[src/rtl/core/fexo_pkg.sv]
`timescale 1ns / 1ps
// ----------------------------------------------------------------------------
// fexo_pkg
// Shared types and command codes for the fusion read exon overlap check.
// ----------------------------------------------------------------------------
package fexo_pkg;

    localparam int CMD_W   = 2;
    localparam int CHROM_W = 8;
    localparam int COORD_W = 32;

    // Input item command codes
    localparam logic [CMD_W-1:0] CMD_CLEAR      = 2'd0;
    localparam logic [CMD_W-1:0] CMD_ADD_FIRST  = 2'd1;
    localparam logic [CMD_W-1:0] CMD_ADD_SECOND = 2'd2;
    localparam logic [CMD_W-1:0] CMD_READ       = 2'd3;

    // One interval: a stored exon or the read block under test
    typedef struct packed {
        logic [CHROM_W-1:0] chrom;
        logic [COORD_W-1:0] start_pos;
        logic [COORD_W-1:0] end_pos;
    } interval_t;

endpackage

[src/rtl/core/fexo_overlap.sv]
`timescale 1ns / 1ps
// ----------------------------------------------------------------------------
// fexo_overlap
// Two-stage overlap test of the read block against one streamed table entry.
// ----------------------------------------------------------------------------
module fexo_overlap (
    input  logic                clk,
    input  logic                rst_n,
    input  fexo_pkg::interval_t probe,
    input  fexo_pkg::interval_t entry,
    input  logic                entry_valid,
    output logic                hit
);

    logic                         a_valid_reg;
    logic                         a_valid_next;
    logic                         a_chrom_eq_reg;
    logic                         a_chrom_eq_next;
    logic [fexo_pkg::COORD_W-1:0] a_lo_end_reg;
    logic [fexo_pkg::COORD_W-1:0] a_lo_end_next;
    logic [fexo_pkg::COORD_W-1:0] a_hi_start_reg;
    logic [fexo_pkg::COORD_W-1:0] a_hi_start_next;
    logic                         hit_reg;
    logic                         hit_next;

    // Stage A: pick the smaller end and the larger start
    always_comb
    begin
        a_valid_next    = entry_valid;
        a_chrom_eq_next = (probe.chrom == entry.chrom);
        a_lo_end_next   = (probe.end_pos < entry.end_pos) ? probe.end_pos : entry.end_pos;
        a_hi_start_next = (probe.start_pos > entry.start_pos) ? probe.start_pos
                                                              : entry.start_pos;
    end

    // Stage B: strict overlap test
    assign hit_next = a_valid_reg && a_chrom_eq_reg && (a_lo_end_reg > a_hi_start_reg);

    always_ff @(posedge clk or negedge rst_n)
    begin
        if (!rst_n)
        begin
            a_valid_reg <= 1'b0;
            hit_reg     <= 1'b0;
        end
        else
        begin
            a_valid_reg <= a_valid_next;
            hit_reg     <= hit_next;
        end
    end

    always_ff @(posedge clk)
    begin
        a_chrom_eq_reg <= a_chrom_eq_next;
        a_lo_end_reg   <= a_lo_end_next;
        a_hi_start_reg <= a_hi_start_next;
    end

    assign hit = hit_reg;

endmodule

[config.mk]
export PLATFORM = sky130hd
export DESIGN_NAME = fexo_overlap
export DESIGN_NICKNAME = d
export VERILOG_FILES = /design/src/rtl/core/fexo_pkg.sv /design/src/rtl/core/fexo_overlap.sv
export SDC_FILE = /design/constraint.sdc
export NUM_CORES = 1
export LEC_CHECK = 0
export ABC_AREA = 0
export ABC_CLOCK_PERIOD_IN_PS = 1800
export BUFFER_PORTS_ARGS = -buffer_cell sky130_fd_sc_hd__buf_2
export CAP_MARGIN = 20
export CORE_MARGIN = 5
export CORE_UTILIZATION = 47
export CTS_CLUSTER_SIZE = 28
export DETAILED_ROUTE_END_ITERATION = 6
export PLACE_DENSITY_LB_ADDON = 0.08
export SLEW_MARGIN = 40
export SYNTH_ARGS = -nofsm -noshare
export SYNTH_HDL_FRONTEND = slang
export SYNTH_SLANG_ARGS = --single-unit
[constraint.sdc]
create_clock -name clk -period 1.8 [get_ports clk]
set_clock_uncertainty 0.05 [all_clocks]
set_input_delay 0.18 -clock clk [delete_from_list [all_inputs] [get_ports clk]]
set_output_delay 0.18 -clock clk [all_outputs]
set_load 0.01 [all_outputs]
### Yosys cells after proc, flatten, opt, wreduce, memory -nomap -nowiden

Cells that the tools add are included.

* word-level logic and storage cells: 13
* input bits: 147
* ROM bits: 0
* output and inout port bits: 1
* latch bits: 0
* register bits: 67
* RAM bits: 0
* memories kept: 0

* shift-type cells: 0
* bitwise gates (word level): 0
* equal/unequal tests: 1
* div/mod/pow operators: 0
* muxes and demuxes: 2
* $mul: 0
* reductions and logical operators: 2
* add/subtract/negate cells: 0
* $lt $le $gt $ge: 3

Operators with widths (number)
* $gt 32x32->1: 2
* $mux 32: 2
* $lt 32x32->1: 1
* $eq 8x8->1: 1
* $logic_and 1x1->1: 2

### Depth between registers and ports, before layout

Gate-level depths: netlist of the first run.

* depth after elaboration: 2
* gate-level depth with buffers: 10
* mapped depth without buffers: 9

### Worst setup path after synthesis of the first run

No wires, ideal clock.

* path kind: input -> register
* from: input entry[13] (netlist bit)
* to: register a_lo_end_reg[10] (netlist bit)
* data arrival time: 2.108 ns
* path buffers: 1
* required time: 1.629 ns
* stages on the path: 10
* path slack: -0.479 ns
* library setup time: 0.121 ns
* path through: inv_1 -> ha_1 -> a21o_1 -> a21o_1 -> a21o_1 -> a31oi_1 -> a2111oi_2 -> nor3_2 -> buf_6 -> mux2_2

* word-level cells in the longest chain between the ends: 2

RTL lines
* start: declaration: RTL line fexo_overlap.sv:10 `input fexo_pkg::interval_t entry,`
* $lt 32x32->1: RTL line fexo_overlap.sv:31 `a_lo_end_next = (probe.end_pos < entry.end_pos) ? probe.end_pos : entry.end_pos;`
* $mux 32: RTL line fexo_overlap.sv:31
* via a_lo_end_next, one bit: RTL line fexo_overlap.sv:20 `logic [fexo_pkg::COORD_W-1:0] a_lo_end_next;`
* end signal: assignment: RTL line fexo_overlap.sv:56 `a_lo_end_reg <= a_lo_end_next;`
* end: declaration: RTL line fexo_overlap.sv:19 `logic [fexo_pkg::COORD_W-1:0] a_lo_end_reg;`

The timed path passes the listed nets, and every way through them passes these cells.

### Worst setup path in the final report of the first run

* from: input entry[51] (netlist bit)
* to: register a_hi_start_reg[9] (netlist bit)

* word-level cells in the longest chain between the ends: 2

RTL lines
* $gt 32x32->1: RTL line fexo_overlap.sv:32 `a_hi_start_next = (probe.start_pos > entry.start_pos) ? probe.start_pos`
* $mux 32: RTL line fexo_overlap.sv:32
* via a_hi_start_next, one bit: RTL line fexo_overlap.sv:22 `logic [fexo_pkg::COORD_W-1:0] a_hi_start_next;`
* end signal: assignment: RTL line fexo_overlap.sv:57 `a_hi_start_reg <= a_hi_start_next;`
* end: declaration: RTL line fexo_overlap.sv:21 `logic [fexo_pkg::COORD_W-1:0] a_hi_start_reg;`

The timed path passes the listed nets, and every way through them passes these cells.

==> impl_metrics.py, run 1 <==
metrics = {
    "drt": {
        "drtIter0Drc": 98,
        "drtPass1Iterations": 4,
        "drt-total-wl_um": 13700,
        "post_drt_via_cell_ratio": 5.02,
        "ant_nets": 0,
        "route.detailed.drc": 0,
        "wl_per_cell_um": 15.6,
        "dr_total_vias": 4424,
    },
    "cts": {
        "numCtsBuffers": 9,
        "clock_sinks": 67,
        "cts_max_level": 3,
        "root_buffer": "clkbuf_8",
        "cts_tree": "yes",
        "clock_latency_ps": 360,
        "cts_buffer_depth": 2,
        "path_clk_slew_ps": 80,
    },
    "power_and_ir_drop": {
        "leakagePower_nw": 3.95,
        "totalPowerFinal_w": 0.00478,
        "powerDensity_mw_per_mm2": 643,
        "peakVddDrop_mv": 0.560,
    },
    "floorplan": {
        "fp.dieW_um": 109,
        "dieArea_mm2": 0.0119,
        "die_h_um": 109,
        "num_rows": 36,
        "coreArea_mm2": 0.00968,
        "start_util": 0.477,
        "pin_count": 148,
    },
    "yosys": {
        "synthDistinctLibCells": 37,
        "synth_edf_count": 0,
        "yosys_warnings": 0,
        "synth.yosys.seq_area_share": 0.293,
        "syn_area_per_cell_um2": 9.56,
        "synth_seq_cells": 67,
        "synth_common_cells": "96 x inv_1, 95 x ha_1, 65 x dfxtp_1",
        "mappedNetlistArea_mm2": 0.00462,
        "synth_ff_type": "dfxtp_1",
        "syn_nets": 725,
        "synth_area_leaders": "dfxtp_1 28%, ha_1 26%, mux2_2 15%, inv_1 7.8%, a21oi_1 4.0%",
        "synth.top_cell.area_share": 0.282,
        "syn-instance-count": 483,
        "synth_most_common_cell": "inv_1",
        "yosysTopAreaCell": "dfxtp_1",
        "async_reset_ff_frac": 0.0299,
    },
    "place": {
        "pre_cts_ws_ps": -725,
        "gp_congestion": 0.828,
        "hpwl_um": 10100,
        "placed_area_mm2": 0.00641,
        "numPortBuffers": 147,
        "dp.cells": 839,
    },
    "sta": {
        "finalCritPeriodShare": 1.19,
        "hold_violations": 1,
        "tightestPinTransition_ps": 365,
        "relSlewSlack": 0.755,
        "hold-worst-slack_ps": -2.74,
        "fin_tns_setup_ps": -14550,
        "worst_slack_ps": -349,
        "setup_violations": 65,
        "fmax_mhz": 465,
        "rsz0062_at_grt": "yes",
        "period_minus_slack_ps": 2150,
        "final_max_slew_viol_count": 0,
    },
    "cells_and_area": {
        "nets": 986,
        "drive_gt1_frac": 0.513,
        "fillerInstances": 688,
        "multiInputGateArea_mm2": 0.00344,
        "seq_area_mm2": 0.00135,
        "antenna_cells": 0,
        "instances_no_fill": 882,
        "area_growth_pct": 61.0,
        "finalInstanceArea_mm2": 0.00744,
    },
    "grt": {
        "grt-ovfl-total": 0,
        "grt_util_met2": 0.434,
        "grt_util_all_layers": 0.225,
        "grtUsageMet3": 0.0551,
        "grt_pass1_wl_um": 20400,
        "grt_use_met1": 0.219,
        "antenna_found_initial": 0,
        "grt-busiest-layer": "met2",
        "grt_max_degree": 12,
        "grt_pass1_vias": 4589,
    },
    "hold_path": {
        "min_path_type": "in -> reg",
        "holdPathStages": 2,
        "min_to": "a_hi_start_reg[14]",
        "min_from": "entry[46]",
    },
    "job": {
        "maxCapViolCount": 0,
    },
    "setup_path": {
        "path_class": "in -> reg",
        "critPathLaunchType": "input port",
        "worstReg2RegEnd": "hit",
        "worstPathRequired_ps": 1990,
        "reg2reg_setup_slack_ps": -190,
        "cp_max_fo": 5,
        "worstReg2RegStart": "a_hi_start_reg[1]",
        "endpoint_kind": "flop",
        "r2r.worst_path.cells": 9,
        "cp.arrival_ps": 2340,
    },
    "run_status": {
        "violations": "negative hold slack, negative setup slack",
        "outcome": "finished, violations left",
    },
}
[worst max path at each step]
stage	start	endpoint	slack, ps	depth (start not counted)
final	entry[51]	a_hi_start_reg[9]	-350	10
after global routing	entry[45]	a_hi_start_reg[19]	-460	12
after floorplan	entry[62]	a_hi_start_reg[10]	-380	8
after detailed placement	entry[47]	a_hi_start_reg[14]	-720	11
after global placement	entry[47]	a_hi_start_reg[12]	-650	11
after CTS	probe[46]	a_hi_start_reg[9]	-290	11
[report_power, final]
group / internal, W / switching, W
Combinational: 0.00110 / 0.000780
Sequential: 0.00166 / 0.0000710
Clock: 0.000610 / 0.000566
[logic make-up (layout without fill, tap and decap cells)]
kind of cell    count (synthesis)  after routing  share of synthesized area
flops                          67             67                      0.293
compound gates                 78             78                      0.106
xor+xnor                        8              8                     0.0152
simple gates                   69             69                     0.0807
fa+ha+maj                      95             95                      0.257
buf+inv                       102            368                     0.0926
mux                            64             64                      0.156
[cell type report]
class	instances	area share
Clock buffer	14	0.0232
Clock inverter	2	0.00135
Inverter	96	0.0548
Multi-Input combinational cell	314	0.462
Sequential cell	67	0.182
Tap cell	133	0.0224
Timing Repair Buffer	256	0.254
[per-stage QoR]
step | util | hold slack, ps
global placement | 0.662 | -85.2
CTS | 0.753 | 2.57
floorplan | - | -166
global route | 0.768 | -8.05
detailed placement | 0.662 | -82.8
finish | 0.768 | -2.74
[per-layer routing]
metal  part of all wire  up-vias
met2               0.56      112
met4              0.039        0
met5                  0        -
li1                   -     2206
met3              0.043       40
met1               0.36     2066
[cell usage in the layout, fill, tap and decap left out, types with 6 or more instances in the layout]
master and n:
a21o_1 14, a21oi_1 34, buf_2 129, buf_4 80, buf_6 18, clkbuf_8 12, dfxtp_1 63, dlygate4sd3_1 16
ha_1 74, ha_4 21, inv_1 78, inv_2 8, inv_4 7, mux2_2 10, mux2_4 54, nand2_1 15
nand3_1 6, nand4_1 19, o21ai_0 10, xnor2_1 8
[timing repair]
action	4_1_cts	5_1_grt
gates cloned	5	1
pin swaps	26	29
hold endpoints to repair	9	4
setup buffers	7	4
hold buffers	12	4
endpoints found under the setup margin	65	65
gates resized for setup	84	35
[critical path, stage by stage]
cell and delay, ps:
buf_2 90, inv_1 60, ha_4 260, nand4_1 120
or4_1 540, o21a_1 230, a31oi_4 250, buf_6 180
buf_16 130, mux2_4 300
No activity file was read; power rests on OpenSTA's default activity.
==> run 2: changes to the inputs <==
--- a/config.mk
+++ b/config.mk
@@ -6,13 +6,14 @@
 export NUM_CORES = 1
 export LEC_CHECK = 0
 export ABC_AREA = 0
-export ABC_CLOCK_PERIOD_IN_PS = 1800
+export ABC_CLOCK_PERIOD_IN_PS = 2600
 export BUFFER_PORTS_ARGS = -buffer_cell sky130_fd_sc_hd__buf_2
 export CAP_MARGIN = 20
 export CORE_MARGIN = 5
-export CORE_UTILIZATION = 47
+export CORE_UTILIZATION = 55
 export CTS_CLUSTER_SIZE = 28
 export DETAILED_ROUTE_END_ITERATION = 6
+export GPL_TIMING_DRIVEN = 0
 export PLACE_DENSITY_LB_ADDON = 0.08
 export SLEW_MARGIN = 40
 export SYNTH_ARGS = -nofsm -noshare
==> constraint.sdc (replaced) <==
create_clock -name clk -period 2.6 [get_ports clk]
set_clock_uncertainty 0.05 [all_clocks]
set_input_delay 0.26 -clock clk [delete_from_list [all_inputs] [get_ports clk]]
set_output_delay 0.26 -clock clk [all_outputs]
set_load 0.01 [all_outputs]
==> impl_metrics.py, run 2 (synthesis gave the netlist of run 1 again) <==
metrics = {
    "sta": {
        "hold_violations": 0,
        "worst_slack_ps": 146,
        "relSlewSlack": 0.644,
        "finalCritPeriodShare": 0.944,
        "setup_violations": 0,
        "final_max_slew_viol_count": 0,
        "hold-worst-slack_ps": 113,
        "rsz0062_at_grt": "no",
        "tightestPinTransition_ps": 530,
        "period_minus_slack_ps": 2450,
        "fmax_mhz": 407,
        "fin_tns_setup_ps": 0,
    },
    "setup_path": {
        "path_class": "in -> reg",
        "worstPathRequired_ps": 2760,
        "cp_common_cell": "nand4_1",
        "cp.arrival_ps": 2610,
        "endpoint_kind": "flop",
        "worst_path_max_delay_cell": "mux2_2",
        "cp_max_fo": 10,
        "critPathLaunchType": "input port",
        "slowest_delay_ps": 360,
        "worstPathCellList": "buf_2 -> inv_1 -> ha_1 -> and4_1 -> nand4_1 -> nor2_1 -> nand4_1 -> o21a_1 -> a31oi_4 -> buf_6 -> mux2_2",
    },
    "drt": {
        "ant_nets": 0,
        "drtPass1Iterations": 5,
        "route.detailed.drc": 0,
        "post_drt_via_cell_ratio": 5.09,
        "wl_per_cell_um": 13.5,
        "dr_total_vias": 3829,
        "drtIter0Drc": 52,
        "drt-total-wl_um": 10200,
    },
    "grt": {
        "grt_util_all_layers": 0.202,
        "grt_pass1_wl_um": 16600,
        "grt_pass1_vias": 3827,
        "grt-ovfl-total": 0,
        "grt_max_degree": 12,
        "antenna_found_initial": 0,
    },
    "power_and_ir_drop": {
        "p_seq_frac": 0.422,
        "clkPwrFrac": 0.287,
        "p_switching_w": 0.000782,
        "peakVddDrop_mv": 0.235,
        "powerDensity_mw_per_mm2": 496,
        "p_int_w": 0.00204,
        "swShare": 0.277,
        "leakagePower_nw": 3.12,
        "combPwrFrac": 0.292,
    },
    "cts": {
        "path_clk_slew_ps": 70,
        "root_buffer": "clkbuf_8",
        "cts_buffer_depth": 2,
        "clock_sinks": 67,
        "post_cts_buffers": 0,
        "cts_tree": "yes",
        "clock_latency_ps": 320,
        "cts_max_level": 3,
        "numCtsBuffers": 9,
    },
    "cells_and_area": {
        "multiInputGateArea_mm2": 0.00284,
        "fillerInstances": 702,
        "antenna_cells": 0,
        "seq_area_mm2": 0.00135,
        "nets": 885,
        "final_common_cell": "buf_2",
        "drive_gt1_frac": 0.357,
        "area_growth_pct": 23.2,
        "final_cell_mix": "147 x buf_2, 96 x inv_1, 95 x ha_1",
    },
    "floorplan": {
        "pin_count": 148,
        "dieArea_mm2": 0.0103,
        "die_h_um": 102,
        "coreArea_mm2": 0.00822,
        "num_rows": 33,
        "fp.dieW_um": 102,
        "start_util": 0.562,
    },
    "run_status": {
        "outcome": "finished, final reports clean",
    },
    "place": {
        "hpwl_um": 8730,
        "pre_cts_ws_ps": -198,
        "numPortBuffers": 147,
        "gp_congestion": 0.857,
    },
    "hold_path": {
        "min_path_type": "in -> reg",
    },
    "job": {
        "maxCapViolCount": 0,
    },
}
==> run 2: final timing paths <==
path | from | endpoint | slack [ps] | depth (start not counted)
max in group asynchronous | rst_n | hit | 2200 | 2
max | entry[46] | a_hi_start_reg[12] | 150 | 11
min reg2reg | a_chrom_eq_reg | hit | 420 | 2
max reg2reg | a_hi_start_reg[1] | hit | 550 | 9
min in group asynchronous | rst_n | a_valid_reg | 200 | 2
min | entry[34] | a_hi_start_reg[2] | 110 | 2
==> run 2: critical path, delay by kind of cell <==
family,cells,cell delay [ps]
compound gates,2,550
buf+inv,3,330
mux,1,360
simple gates,4,800
fa+ha+maj,1,300
==> run 2: area by class of cell <==
class / instances / share of cell area
Timing Repair Buffer: 149 / 0.133
Multi-Input combinational cell: 314 / 0.499
Clock inverter: 3 / 0.00703
Buffer: 6 / 0.0119
Sequential cell: 67 / 0.237
Inverter: 96 / 0.0633
Tap cell: 105 / 0.0231
Clock buffer: 12 / 0.0255
==> run 2: what timing repair did <==
action,CTS,global route
hold buffers,2,0
hold endpoints to repair,3,0
resized for setup,0,0
==> run 2: power by group through the flow <==
stage / Combinational, W / Sequential, W / Clock (W)
floorplan: 0.000555 / 0.00119 / 0
global placement: 0.000791 / 0.00121 / 0
detailed placement: 0.000823 / 0.00121 / 0
CTS: 0.000834 / 0.00119 / 0.000828
global route: 0.000947 / 0.00120 / 0.000884
finish: 0.000824 / 0.00119 / 0.000809
==> run 2: metal layers <==
layer	part of all wire	global-route usage
met5	0	0
met4	0.013	0.0552
met3	0.070	0.0448
met2	0.44	0.327
met1	0.48	0.273
==> run 2: metrics by stage <==
step                      power, W  area (um2)  utilization  std cells
after floorplan            0.00175        4620            -        483
after global placement     0.00200        5490        0.668        735
after detailed placement   0.00203        5490        0.668        735
after CTS                  0.00285        5690        0.693        752
after global routing       0.00303        5690        0.693        752
final                      0.00282        5690        0.693        752
==> run 3: changes to the inputs <==
--- a/config.mk
+++ b/config.mk
@@ -10,7 +10,7 @@
 export BUFFER_PORTS_ARGS = -buffer_cell sky130_fd_sc_hd__buf_2
 export CAP_MARGIN = 20
 export CORE_MARGIN = 5
-export CORE_UTILIZATION = 55
+export CORE_UTILIZATION = 45
 export CTS_CLUSTER_SIZE = 28
 export DETAILED_ROUTE_END_ITERATION = 6
 export GPL_TIMING_DRIVEN = 0
==> impl_metrics.py, run 3 (synthesis gave the netlist of run 1 again) <==
metrics = {
    "run_status": {
        "outcome": "finished, final reports clean",
    },
    "power_and_ir_drop": {
        "p_seq_frac": 0.441,
        "clkPwrFrac": 0.253,
        "swShare": 0.289,
        "p_switching_w": 0.000782,
        "totalPowerFinal_w": 0.00271,
        "combPwrFrac": 0.306,
        "p_int_w": 0.00192,
        "leakagePower_nw": 3.11,
        "powerDensity_mw_per_mm2": 475,
        "peakVddDrop_mv": 0.208,
    },
    "cts": {
        "cts_buffer_depth": 2,
        "clock_latency_ps": 330,
        "numCtsBuffers": 9,
        "holdBufCountCts": 2,
        "cts_max_level": 3,
        "cts_resized": 0,
        "cts_tree": "yes",
        "path_clk_slew_ps": 70,
        "post_cts_buffers": 0,
        "clock_sinks": 67,
        "root_buffer": "clkbuf_8",
    },
    "setup_path": {
        "endpoint_kind": "flop",
        "path_class": "in -> reg",
        "cp_max_fo": 10,
        "critPathLaunchType": "input port",
        "worstReg2RegStart": "a_hi_start_reg[1]",
        "cp-endpoint": "a_lo_end_reg[13]",
        "cp.arrival_ps": 2640,
        "worstPathRequired_ps": 2750,
        "setup.worst_path.start": "probe[13]",
        "r2r.worst_path.cells": 9,
        "reg2reg_setup_slack_ps": 470,
        "worstReg2RegEnd": "hit",
    },
    "floorplan": {
        "pin_count": 148,
        "dieArea_mm2": 0.0124,
        "coreArea_mm2": 0.0102,
        "start_util": 0.454,
        "num_rows": 37,
        "die_h_um": 111,
        "fp.dieW_um": 111,
    },
    "sta": {
        "finalCritPeriodShare": 0.958,
        "rsz0062_at_grt": "no",
        "final_max_slew_viol_count": 0,
        "hold-worst-slack_ps": 122,
        "hold_violations": 0,
        "setup_violations": 0,
        "fmax_mhz": 401,
        "relSlewSlack": 0.631,
        "period_minus_slack_ps": 2490,
        "tightestPinTransition_ps": 550,
    },
    "drt": {
        "ant_nets": 0,
        "drt-total-wl_um": 10500,
        "drtPass1Iterations": 4,
        "post_drt_via_cell_ratio": 4.82,
        "route.detailed.drc": 0,
        "drtIter0Drc": 93,
        "wl_per_cell_um": 13.4,
        "dr_total_vias": 3779,
    },
    "cells_and_area": {
        "drive_gt1_frac": 0.355,
        "final_common_cell": "buf_2",
        "finalInstanceArea_mm2": 0.00570,
        "final_cell_mix": "147 x buf_2, 96 x inv_1, 95 x ha_1",
        "antenna_cells": 0,
        "area_growth_pct": 23.4,
        "nets": 885,
        "fillerInstances": 968,
    },
    "grt": {
        "grt_pass1_vias": 3990,
        "grt-ovfl-total": 0,
        "grt_util_all_layers": 0.170,
        "antenna_found_initial": 0,
        "grt_max_degree": 11,
        "grt_pass1_wl_um": 17400,
    },
    "place": {
        "hpwl_um": 8990,
        "gp_congestion": 0.797,
        "numPortBuffers": 147,
        "placed_area_mm2": 0.00553,
    },
    "hold_path": {
        "min_path_type": "in -> reg",
    },
    "job": {
        "maxCapViolCount": 0,
    },
}
run 3: worst min path at each step:
stage	depth (start not counted)	slack, ps	start	endpoint
after floorplan	0	-90	rst_n	a_valid_reg
after global placement	1	8	rst_n	hit
after detailed placement	1	10	rst_n	hit
after CTS	2	110	entry[35]	a_hi_start_reg[3]
after global routing	2	110	entry[35]	a_hi_start_reg[3]
final	2	120	entry[6]	a_lo_end_reg[6]
run 3: metrics by stage:
| stage | worst slack [ps] | util | cells | TNS, ps |
|---|---|---|---|---|
| global placement | -214 | 0.543 | 766 | -11570 |
| global route | 3.46 | 0.560 | 784 | 0 |
| CTS | 106 | 0.560 | 784 | 0 |
| detailed placement | -237 | 0.543 | 766 | -11720 |
| finish | 109 | 0.560 | 784 | 0 |
| floorplan | 241 | - | 483 | 0 |
run 3: layout make-up:
cell class | instances | area [um2] | share of cell area
flip-flops and latches | 67 | 1350 | 0.237
repair buffers | 149 | 756 | 0.133
multi-input cells | 314 | 2840 | 0.498
plain buffers | 6 | 67.6 | 0.0119
clock buffers | 13 | 139 | 0.0244
inverters | 96 | 360 | 0.0632
clock inverters | 3 | 15.0 | 0.00263
well taps | 136 | 170 | 0.0299
run 3: worst max-delay path, stage by stage:
cell and delay [ps]:
buf_2 110, ha_1 290, a21o_1 180, a21o_1 170
a21o_1 170, a31oi_1 230, a2111oi_2 120, nor3_2 510
buf_6 230, mux2_2 370
run 3: power by group through the flow:
stage               combinational [W]  clock (W)  sequential [W]
floorplan                    0.000555          0         0.00119
global placement             0.000800          0         0.00121
detailed placement           0.000824          0         0.00121
CTS                          0.000839   0.000710         0.00119
global route                 0.000950   0.000758         0.00120
finish                       0.000828   0.000686         0.00119
run 3: per-layer routing:
metal | global-route usage | share of wire | vias to the layer above
met2 | 0.265 | 0.43 | 110
met4 | 0.0519 | 0.012 | 0
li1 | - | - | 1999
met1 | 0.234 | 0.50 | 1658
met3 | 0.0382 | 0.061 | 12
met5 | 0 | 0 | -
